==> src/hw/rtl/masked_box_blur_3x3_assert.svh <==
// Assertion macros shared by the masked box blur RTL.
`ifndef MASKED_BOX_BLUR_3X3_ASSERT_SVH
`define MASKED_BOX_BLUR_3X3_ASSERT_SVH

// Whenever the antecedent holds, the consequent holds in the same cycle.
`define MBB_ASSERT_NOW(label, ante, cons, msg) \
  label: assert property (@(posedge clk) disable iff (rst) (ante) |-> (cons)) \
    else $error(msg);

// Whenever the antecedent holds, the consequent holds in the following cycle.
`define MBB_ASSERT_NEXT(label, ante, cons, msg) \
  label: assert property (@(posedge clk) disable iff (rst) (ante) |=> (cons)) \
    else $error(msg);

`endif

==> src/hw/rtl/mbb_pkg.sv <==
// Types, constants and the divisor table of the masked 3x3 box blur.
package mbb_pkg;

  localparam int ChanW          = 16;
  localparam int SideW          = 11;
  localparam int SideReset      = 64;
  localparam int MaxSideDefault = 1024;
  localparam int RowSumW        = 18;
  localparam int SumW           = 20;
  localparam int RecipW         = 24;
  localparam int RecipShift     = 23;
  localparam int ProdW          = SumW + RecipW;
  localparam int QueueDepth     = 8;

  typedef enum logic {
    CMD_PIXEL = 1'b0,
    CMD_DRAIN = 1'b1
  } cmd_t;

  typedef struct packed {
    cmd_t             command;
    logic [ChanW-1:0] in_red;
    logic [ChanW-1:0] in_green;
    logic [ChanW-1:0] in_blue;
    logic             keep;
  } in_item_t;

  typedef struct packed {
    logic [ChanW-1:0] out_red;
    logic [ChanW-1:0] out_green;
    logic [ChanW-1:0] out_blue;
    logic             last_pixel;
  } out_item_t;

  // One stored pixel: chan[0] red, chan[1] green, chan[2] blue.
  typedef struct packed {
    logic                  keep;
    logic [2:0][ChanW-1:0] chan;
  } pixel_t;

  // One line memory word: the same column of the two previous rows.
  typedef struct packed {
    pixel_t newer;
    pixel_t older;
  } line_pair_t;

  // Control that travels with an item from acceptance to the mean unit.
  typedef struct packed {
    logic       emit;
    logic       last;
    logic [3:0] count;
    logic [8:0] tap_mask;
  } emit_ctl_t;

  // Scaled reciprocal of a neighborhood size; exact for sums below 2**21.
  function automatic logic [RecipW-1:0] recip(input logic [3:0] count);
    logic [RecipW-1:0] m;
    unique case (count)
      4'd1:    m = 24'd8388608;
      4'd2:    m = 24'd4194304;
      4'd3:    m = 24'd2796203;
      4'd4:    m = 24'd2097152;
      4'd6:    m = 24'd1398102;
      4'd9:    m = 24'd932068;
      default: m = '0;
    endcase
    return m;
  endfunction

endpackage

==> src/hw/rtl/mbb_mean.sv <==
// Masked neighborhood sum and reciprocal divide, four register stages.
module mbb_mean (
  input  logic                        clk,
  input  logic                        rst,
  input  mbb_pkg::pixel_t [2:0][2:0]  window,
  input  mbb_pkg::emit_ctl_t          window_ctl,
  output logic                        res_valid,
  output mbb_pkg::out_item_t          res
);

  localparam int ChanW = mbb_pkg::ChanW;

  logic [2:0][2:0][mbb_pkg::RowSumW-1:0] row_sum;

  logic                                  s2_valid;
  logic [2:0][2:0][mbb_pkg::RowSumW-1:0] s2_row_sum;
  mbb_pkg::pixel_t                       s2_center;
  logic [3:0]                            s2_count;
  logic                                  s2_last;

  logic                                  s3_valid;
  logic [2:0][mbb_pkg::SumW-1:0]         s3_total;
  logic [mbb_pkg::RecipW-1:0]            s3_recip;
  mbb_pkg::pixel_t                       s3_center;
  logic                                  s3_last;

  logic                                  s4_valid;
  logic [2:0][mbb_pkg::ProdW-1:0]        s4_prod;
  mbb_pkg::pixel_t                       s4_center;
  logic                                  s4_last;

  logic [2:0][ChanW-1:0]                 mean_chan;

  // Per-row sums of the taps inside the image.
  always_comb begin
    for (int r = 0; r < 3; r++) begin
      for (int ch = 0; ch < 3; ch++) begin
        row_sum[r][ch] = '0;
        for (int c = 0; c < 3; c++) begin
          if (window_ctl.tap_mask[r*3 + c]) begin
            row_sum[r][ch] = row_sum[r][ch] + mbb_pkg::RowSumW'(window[r][c].chan[ch]);
          end
        end
      end
    end
  end

  // Valid chain through the four stages.
  always_ff @(posedge clk) begin
    if (rst) begin
      s2_valid  <= 1'b0;
      s3_valid  <= 1'b0;
      s4_valid  <= 1'b0;
      res_valid <= 1'b0;
    end else begin
      s2_valid  <= window_ctl.emit;
      s3_valid  <= s2_valid;
      s4_valid  <= s3_valid;
      res_valid <= s4_valid;
    end
  end

  // Row sums, then the total and the divisor reciprocal, then the product.
  always_ff @(posedge clk) begin
    s2_row_sum <= row_sum;
    s2_center  <= window[1][1];
    s2_count   <= window_ctl.count;
    s2_last    <= window_ctl.last;

    for (int ch = 0; ch < 3; ch++) begin
      s3_total[ch] <= mbb_pkg::SumW'(s2_row_sum[0][ch])
                    + mbb_pkg::SumW'(s2_row_sum[1][ch])
                    + mbb_pkg::SumW'(s2_row_sum[2][ch]);
    end
    s3_recip  <= mbb_pkg::recip(s2_count);
    s3_center <= s2_center;
    s3_last   <= s2_last;

    for (int ch = 0; ch < 3; ch++) begin
      s4_prod[ch] <= mbb_pkg::ProdW'(s3_total[ch]) * mbb_pkg::ProdW'(s3_recip);
    end
    s4_center <= s3_center;
    s4_last   <= s3_last;
  end

  // A kept center pixel passes through; otherwise take the scaled quotient.
  always_comb begin
    for (int ch = 0; ch < 3; ch++) begin
      mean_chan[ch] = s4_center.keep ? s4_center.chan[ch]
                                     : s4_prod[ch][mbb_pkg::RecipShift +: ChanW];
    end
  end

  always_ff @(posedge clk) begin
    res.out_red    <= mean_chan[0];
    res.out_green  <= mean_chan[1];
    res.out_blue   <= mean_chan[2];
    res.last_pixel <= s4_last;
  end

endmodule

==> config.mk <==
export PLATFORM = sky130hd
export DESIGN_NAME = mbb_mean
export DESIGN_NICKNAME = d
export VERILOG_FILES = /design/src/hw/rtl/masked_box_blur_3x3_assert.svh /design/src/hw/rtl/mbb_pkg.sv /design/src/hw/rtl/mbb_mean.sv
export SDC_FILE = /design/constraint.sdc
export NUM_CORES = 2
export LEC_CHECK = 0
export BUFFER_PORTS_ARGS = -buffer_cell sky130_fd_sc_hd__clkbuf_2
export CORE_MARGIN = 3
export CORE_UTILIZATION = 64
export CTS_BUF_LIST = sky130_fd_sc_hd__clkbuf_8
export DETAILED_ROUTE_END_ITERATION = 8
export MAX_ROUTING_LAYER = met4
export PLACE_DENSITY = 0.85
export SLEW_MARGIN = 10
export SYNTH_ARGS = -nofsm -noshare
export SYNTH_HDL_FRONTEND = slang
export SYNTH_SLANG_ARGS = --single-unit
export TNS_END_PERCENT = 5
==> constraint.sdc <==
create_clock -name clk -period 9.2 [get_ports clk]
set_clock_uncertainty 0.1 [all_clocks]
set_input_delay 0.92 -clock clk [delete_from_list [all_inputs] [get_ports clk]]
set_output_delay 0.92 -clock clk [all_outputs]
set_load 0.02 [all_outputs]
Word level (Yosys, flattened, before mapping) --
Index checks and enable logic that the tools add are counted.
Cells by class: multipliers 3, reduce and logical (&&, ||, !) cells 0, div/mod/pow operators 0, shifts and indexed selects 0, bitwise operators 0, $add $sub $neg 24, $lt $le $gt $ge 0, multiplexer cells 31, equality and inequality tests 6
Operator list (count):
- $add 18x16->18 | 18
- $mux 18 | 18
- $mux 16 | 12
- $pmux 24 s6 | 1
- $mul 20x24->39 | 3
- $add 19x18->20 | 3
- $add 18x18->19 | 3
- $eq 4x2->1 const B | 2
- $eq 4x3->1 const B | 2
- $eq 4x1->1 const B | 1
- $eq 4x4->1 const B | 1
Storage, ports and cells: memory bits (read-only) 0, output and inout port bits 50, register bits 570, input port bits 458, RAM bits 0, memories kept 0, logic and storage cells 104, bits in latches 0

Logic depth before layout (Yosys ltp) --
word-level depth 5, depth in mapped cells 28, depth with buffers taken out 26

Worst setup path after synthesis --
No wires, ideal clock.
path kind reg2reg, start register s3_recip[18] in the netlist's numbering, end register s4_prod[126] in the netlist's numbering, library setup time 0.072 ns, buffers on the path 3, path slack 2.169 ns, period minus slack after synthesis 7.031 ns, cell stages (with the launch flop) 27, arrival 6.859 ns, data required time 9.028 ns, cell sequence dfxtp_1 > clkbuf_1 > clkbuf_1 > clkbuf_1 > nand2_1 > fa_1 > xnor2_1 > ha_1 > fa_1 > inv_1 > fa_1 > inv_1 > fa_1 > fa_1 > inv_1 > fa_1 > inv_1 > ha_1 > a211oi_1 > o21ai_0 > o221ai_1 > o21ai_1 > a41o_1 > a41o_1 > o41a_1 > a21oi_2 > xnor2_1
On the way: word-level cells in the longest chain between the ends 1
Ends and longest elaborated chain:
- start: declaration | line mbb_mean.sv:23 | logic [mbb_pkg::RecipW-1:0] s3_recip;
- start signal: assignment | line mbb_mean.sv:75 | s3_recip <= mbb_pkg::recip(s2_count);
- $mul 20x24->39 | line mbb_mean.sv:80 | s4_prod[ch] <= mbb_pkg::ProdW'(s3_total[ch]) * mbb_pkg::ProdW'(s3_recip);
- end signal: indexed assignment | line mbb_mean.sv:80
- end: declaration | line mbb_mean.sv:28 | logic [2:0][mbb_pkg::ProdW-1:0] s4_prod;
Every way passes these cells. A chain may end at the register's enable or synchronous reset.

Worst setup path after layout --
start register s3_recip[19] in the netlist's numbering, end register s4_prod[37] in the netlist's numbering
The elaborated chain is that of the path after synthesis.

==> metrics.md <==
| Metric | Value |
|---|---|
| Chip Width | `315.6 um` |
| Switch share | `0.4736` |
| Number of buffers between clock root and the deepest sink | `3` |
| Max FO, Critical Path | `27` |
| Setup_tns | `0 ps` |
| Sequential fraction of the synthesis area | `0.1583` |
| Average wire per standard cell | `21.14 um` |
| Post-synthesis register bit count | `a little under 500` |
| Post-cts hold buffer count | `0` |
| Die outline height | `~320 um` |
| Power density relative to cell area | `around 220 nW/um^2` |
| Number of global-route vias before repair | `49906` |
| Psw | `roughly 7.0 mW` |
| Unrepaired setup endpoints after global routing | `false` |
| Final HPWL from detailed placement | `about 150 mm` |
| Average via count per standard cell | `between 5 and 6` |
| Area after DPL | `between 60000 and 70000 um^2` |
| Max H-tree Level | `3` |
| Final count of negative-setup-slack endpoints | `0` |
| Routability congestion estimate | `~1.0` |
| Post-synth EDFFs | `0` |
| Total vias in the final route | `47737` |
| Number of instances on the worst hold path | `0` |
| Clk sinks | `485` |
| Post-synthesis cell area | `61330 um^2` |
| Number of routed nets with antenna violations | `0` |
| Share of cells above drive strength 1 | `0.1225` |
| Setup bufs post-CTS | `0` |
| Critical Path Sink Type | `flip-flop` |
| Transition time at the pin with the least slew margin | `856.9 ps` |
| Relative slew slack | `0.4227` |
| Maximum number of pins on one net before global-route repair | `73` |
| R2R Path End | `s4_prod[37]$_DFF_P_` |
| Count of boundary I/O pins | `about 500` |
| Fraction of registers with async set or reset after synthesis | `0` |
| R2R cell count | `26` |
| Top flip-flop cell by instance count after synthesis | `dfxtp_1` |
| Tightest Hold Check Type | `flip-flop to flip-flop` |
| Area enclosed by the die boundary | `roughly 100000 um^2` |
| Count of buffers inserted at the top-level ports | `about 500` |
| Antenna violations before repair | `37` |
| Share of Yosys cell area claimed by the top area cell type | `0.2990` |
| Worst path required time | `~9700 ps` |
| Launch instance of the worst min-delay path | `s2_center[28]$_DFF_P_` |
| Synth top area cells | `fa_1, dfxtp_1, ha_1` |
| CTS tree | `done` |
| Std-Cell Rows | `approximately 110` |
| Mapped Nets | `roughly 8700` |
| Core box area | `about 94000 um^2` |
| Setup slack on the worst flop-to-flop path | `between 1000 and 1500 ps` |
| Biggest area consumer among synthesized cells | `fa_1` |
| Combinational group share of total power | `0.637` |
| Cell with the most instances after synthesis | `inv_1` |
| Path type of the worst setup path | `flip-flop to flip-flop` |
| Sequential cell fraction of total power | `0.222` |
| Power Total | `between 10 and 15 mW` |
| Synthesized area per cell | `9.359 um^2` |
| Element type at the critical path start | `flip-flop` |
| Critical path arrival | `8370 ps` |
| IR Drop Worst-Case VDD | `0.1504 mV` |
| Max-cap violations | `0` |
| Total routing usage reported by global routing | `0.3728` |
| Number of resized instances in the post-cts repair step | `0` |
| Gate count after technology mapping | `~6600` |
| Buffer type at the clock tree root | `clkbuf_8` |
| Final Hold Fails | `0` |
| Overall routed net length | `about 180 mm` |
| Final net count | `just over 9000` |
| Hold Crit Endpoint | `s3_center[28]$_DFF_P_` |
| Distinct cell type count of the synthesized netlist | `slightly below 80` |
| Count of yosys warnings during synthesis | `0` |
| Period utilisation layout | `0.8587` |
| Clk network pwr share | `0.140` |
| R2r startpoint | `s3_recip[19]$_DFF_P_` |
| Post-route design area | `66920 um^2` |
| Starting density of the core | `0.6513` |
| Detailed Routing Iterations Pass 1 | `8` |
| Internal power of the cells | `approximately 7.8 mW` |
| Clock buffers created by TritonCTS | `between 70 and 80` |
| Min Clock Period, post-route | `a little under 8000 ps` |
| # DRC | `0` |
| Drt first-iter violations | `approximately 3700` |
| Pins Over Slew Limit | `0` |
| Clock transition at path regs | `about 70 ps` |
| Leak Pwr | `between 30 and 40 nW` |
| Synth cell count leaders | `inv_1, fa_1, ha_1` |
| Run status | `finished, final reports clean` |
| Clock insertion delay at the later pin of the skew report | `~730 ps` |
| Area growth from synthesis to final layout | `9.117%` |
| Global-route wire length before repair | `275.5 mm` |
| Highest clock rate | `around 130 MHz` |
| Global route overflow | `0` |
[cells by family after synthesis]
family	synth area share
flip-flops	0.1583
multiplexers	0.03444
adder cells (fa/ha/maj)	0.4506
AO/OA/AOI/OAI	0.1032
XOR/XNOR	0.05155
AND/OR/NAND/NOR	0.1172
buffers and inverters	0.08482
[critical path: stages, from the launching register on]
cell       delay, ps
dfxtp_2          630
buf_4            430
nand2_1          160
xor2_1           180
ha_1             220
a31oi_1          330
xnor2_1          120
ha_1             290
inv_1             50
fa_1             610
fa_1             480
fa_1             540
inv_1             50
fa_1             470
inv_1             50
fa_1             500
inv_1             40
ha_1             270
nand2_1           90
nor2_1            50
a2111oi_0        420
o211ai_1         300
nand4_1          330
nand4_1          240
a21oi_1          360
o21bai_1         110
xor2_1           280
[how the worst max path moves through the flow]
stage / endpoint / from
after floorplan: s4_prod[126]$_DFF_P_ / s3_recip[18]$_DFF_P_
after global placement: s4_prod[82]$_DFF_P_ / s3_recip[19]$_DFF_P_
after detailed placement: s4_prod[37]$_DFF_P_ / s3_recip[19]$_DFF_P_
after CTS: s4_prod[37]$_DFF_P_ / s3_recip[19]$_DFF_P_
after global routing: s4_prod[37]$_DFF_P_ / s3_recip[19]$_DFF_P_
final: s4_prod[37]$_DFF_P_ / s3_recip[19]$_DFF_P_
[through the flow]
step / worst slack (ps) / hold slack, ps / cells / util
finish: 1300 / 192.3 / 8364 / 0.7107
global route: 864.2 / 160.0 / 8362 / 0.7106
CTS: 1294 / 133.9 / 8331 / 0.7098
detailed placement: 1359 / 212.0 / 8188 / 0.6911
global placement: 1471 / 210.0 / 8188 / 0.6911
floorplan: 2169 / 209.6 / 6553 / -
[sequential cells by signal, indices dropped and copies added, names as in the netlist, 4 cells and up]
name	flops
res	49
s3_center	49
s3_total	60
s4_center	49
s4_prod	48
s2_row_sum	162
s2_center	49
s3_recip	8
s2_count	4
[power groups by stage]
| stage | Combinational (mW) | Clock (mW) | Sequential [mW] |
|---|---|---|---|
| after floorplan | 6.93 | 0 | 3.02 |
| after global placement | 8.88 | 0 | 3.29 |
| after detailed placement | 9.30 | 0 | 3.30 |
| after CTS | 9.42 | 2.12 | 3.27 |
| after global routing | 10.7 | 2.21 | 3.35 |
| final | 9.47 | 2.09 | 3.30 |
[cells in the final DEF (no fill, tap or decap), types with 122 or more instances in the layout]
| master | instances |
|---|---|
| a21oi_1 | 308 |
| dfxtp_1 | 478 |
| mux2_2 | 176 |
| nor2_1 | 264 |
| xnor2_1 | 239 |
| ha_1 | 743 |
| fa_1 | 916 |
| and2_1 | 311 |
| xor2_1 | 122 |
| nand2_1 | 506 |
| inv_1 | 1256 |
| clkbuf_2 | 498 |
| o21ai_0 | 187 |
[metal layers]
metal | wire length, um | global-route usage | vias up
met4 | 9128 | 0.1636 | 0
met2 | 81770 | 0.5884 | 2067
li1 | - | - | 22097
met3 | 15070 | 0.07367 | 410
met1 | 70840 | 0.4689 | 23163
met5 | 0 | - | -
[layout make-up]
type	instances	area (um^2)
inverters	1244	4669
fillers	7254	27250
flip-flops and latches	485	9718
well taps	1254	1569
repair buffers	523	2703
clock buffers	98	1349
multi-input cells	4682	46420
diodes	33	82.58
clock inverters	45	412.9
Power figures use the tool's default switching activity.
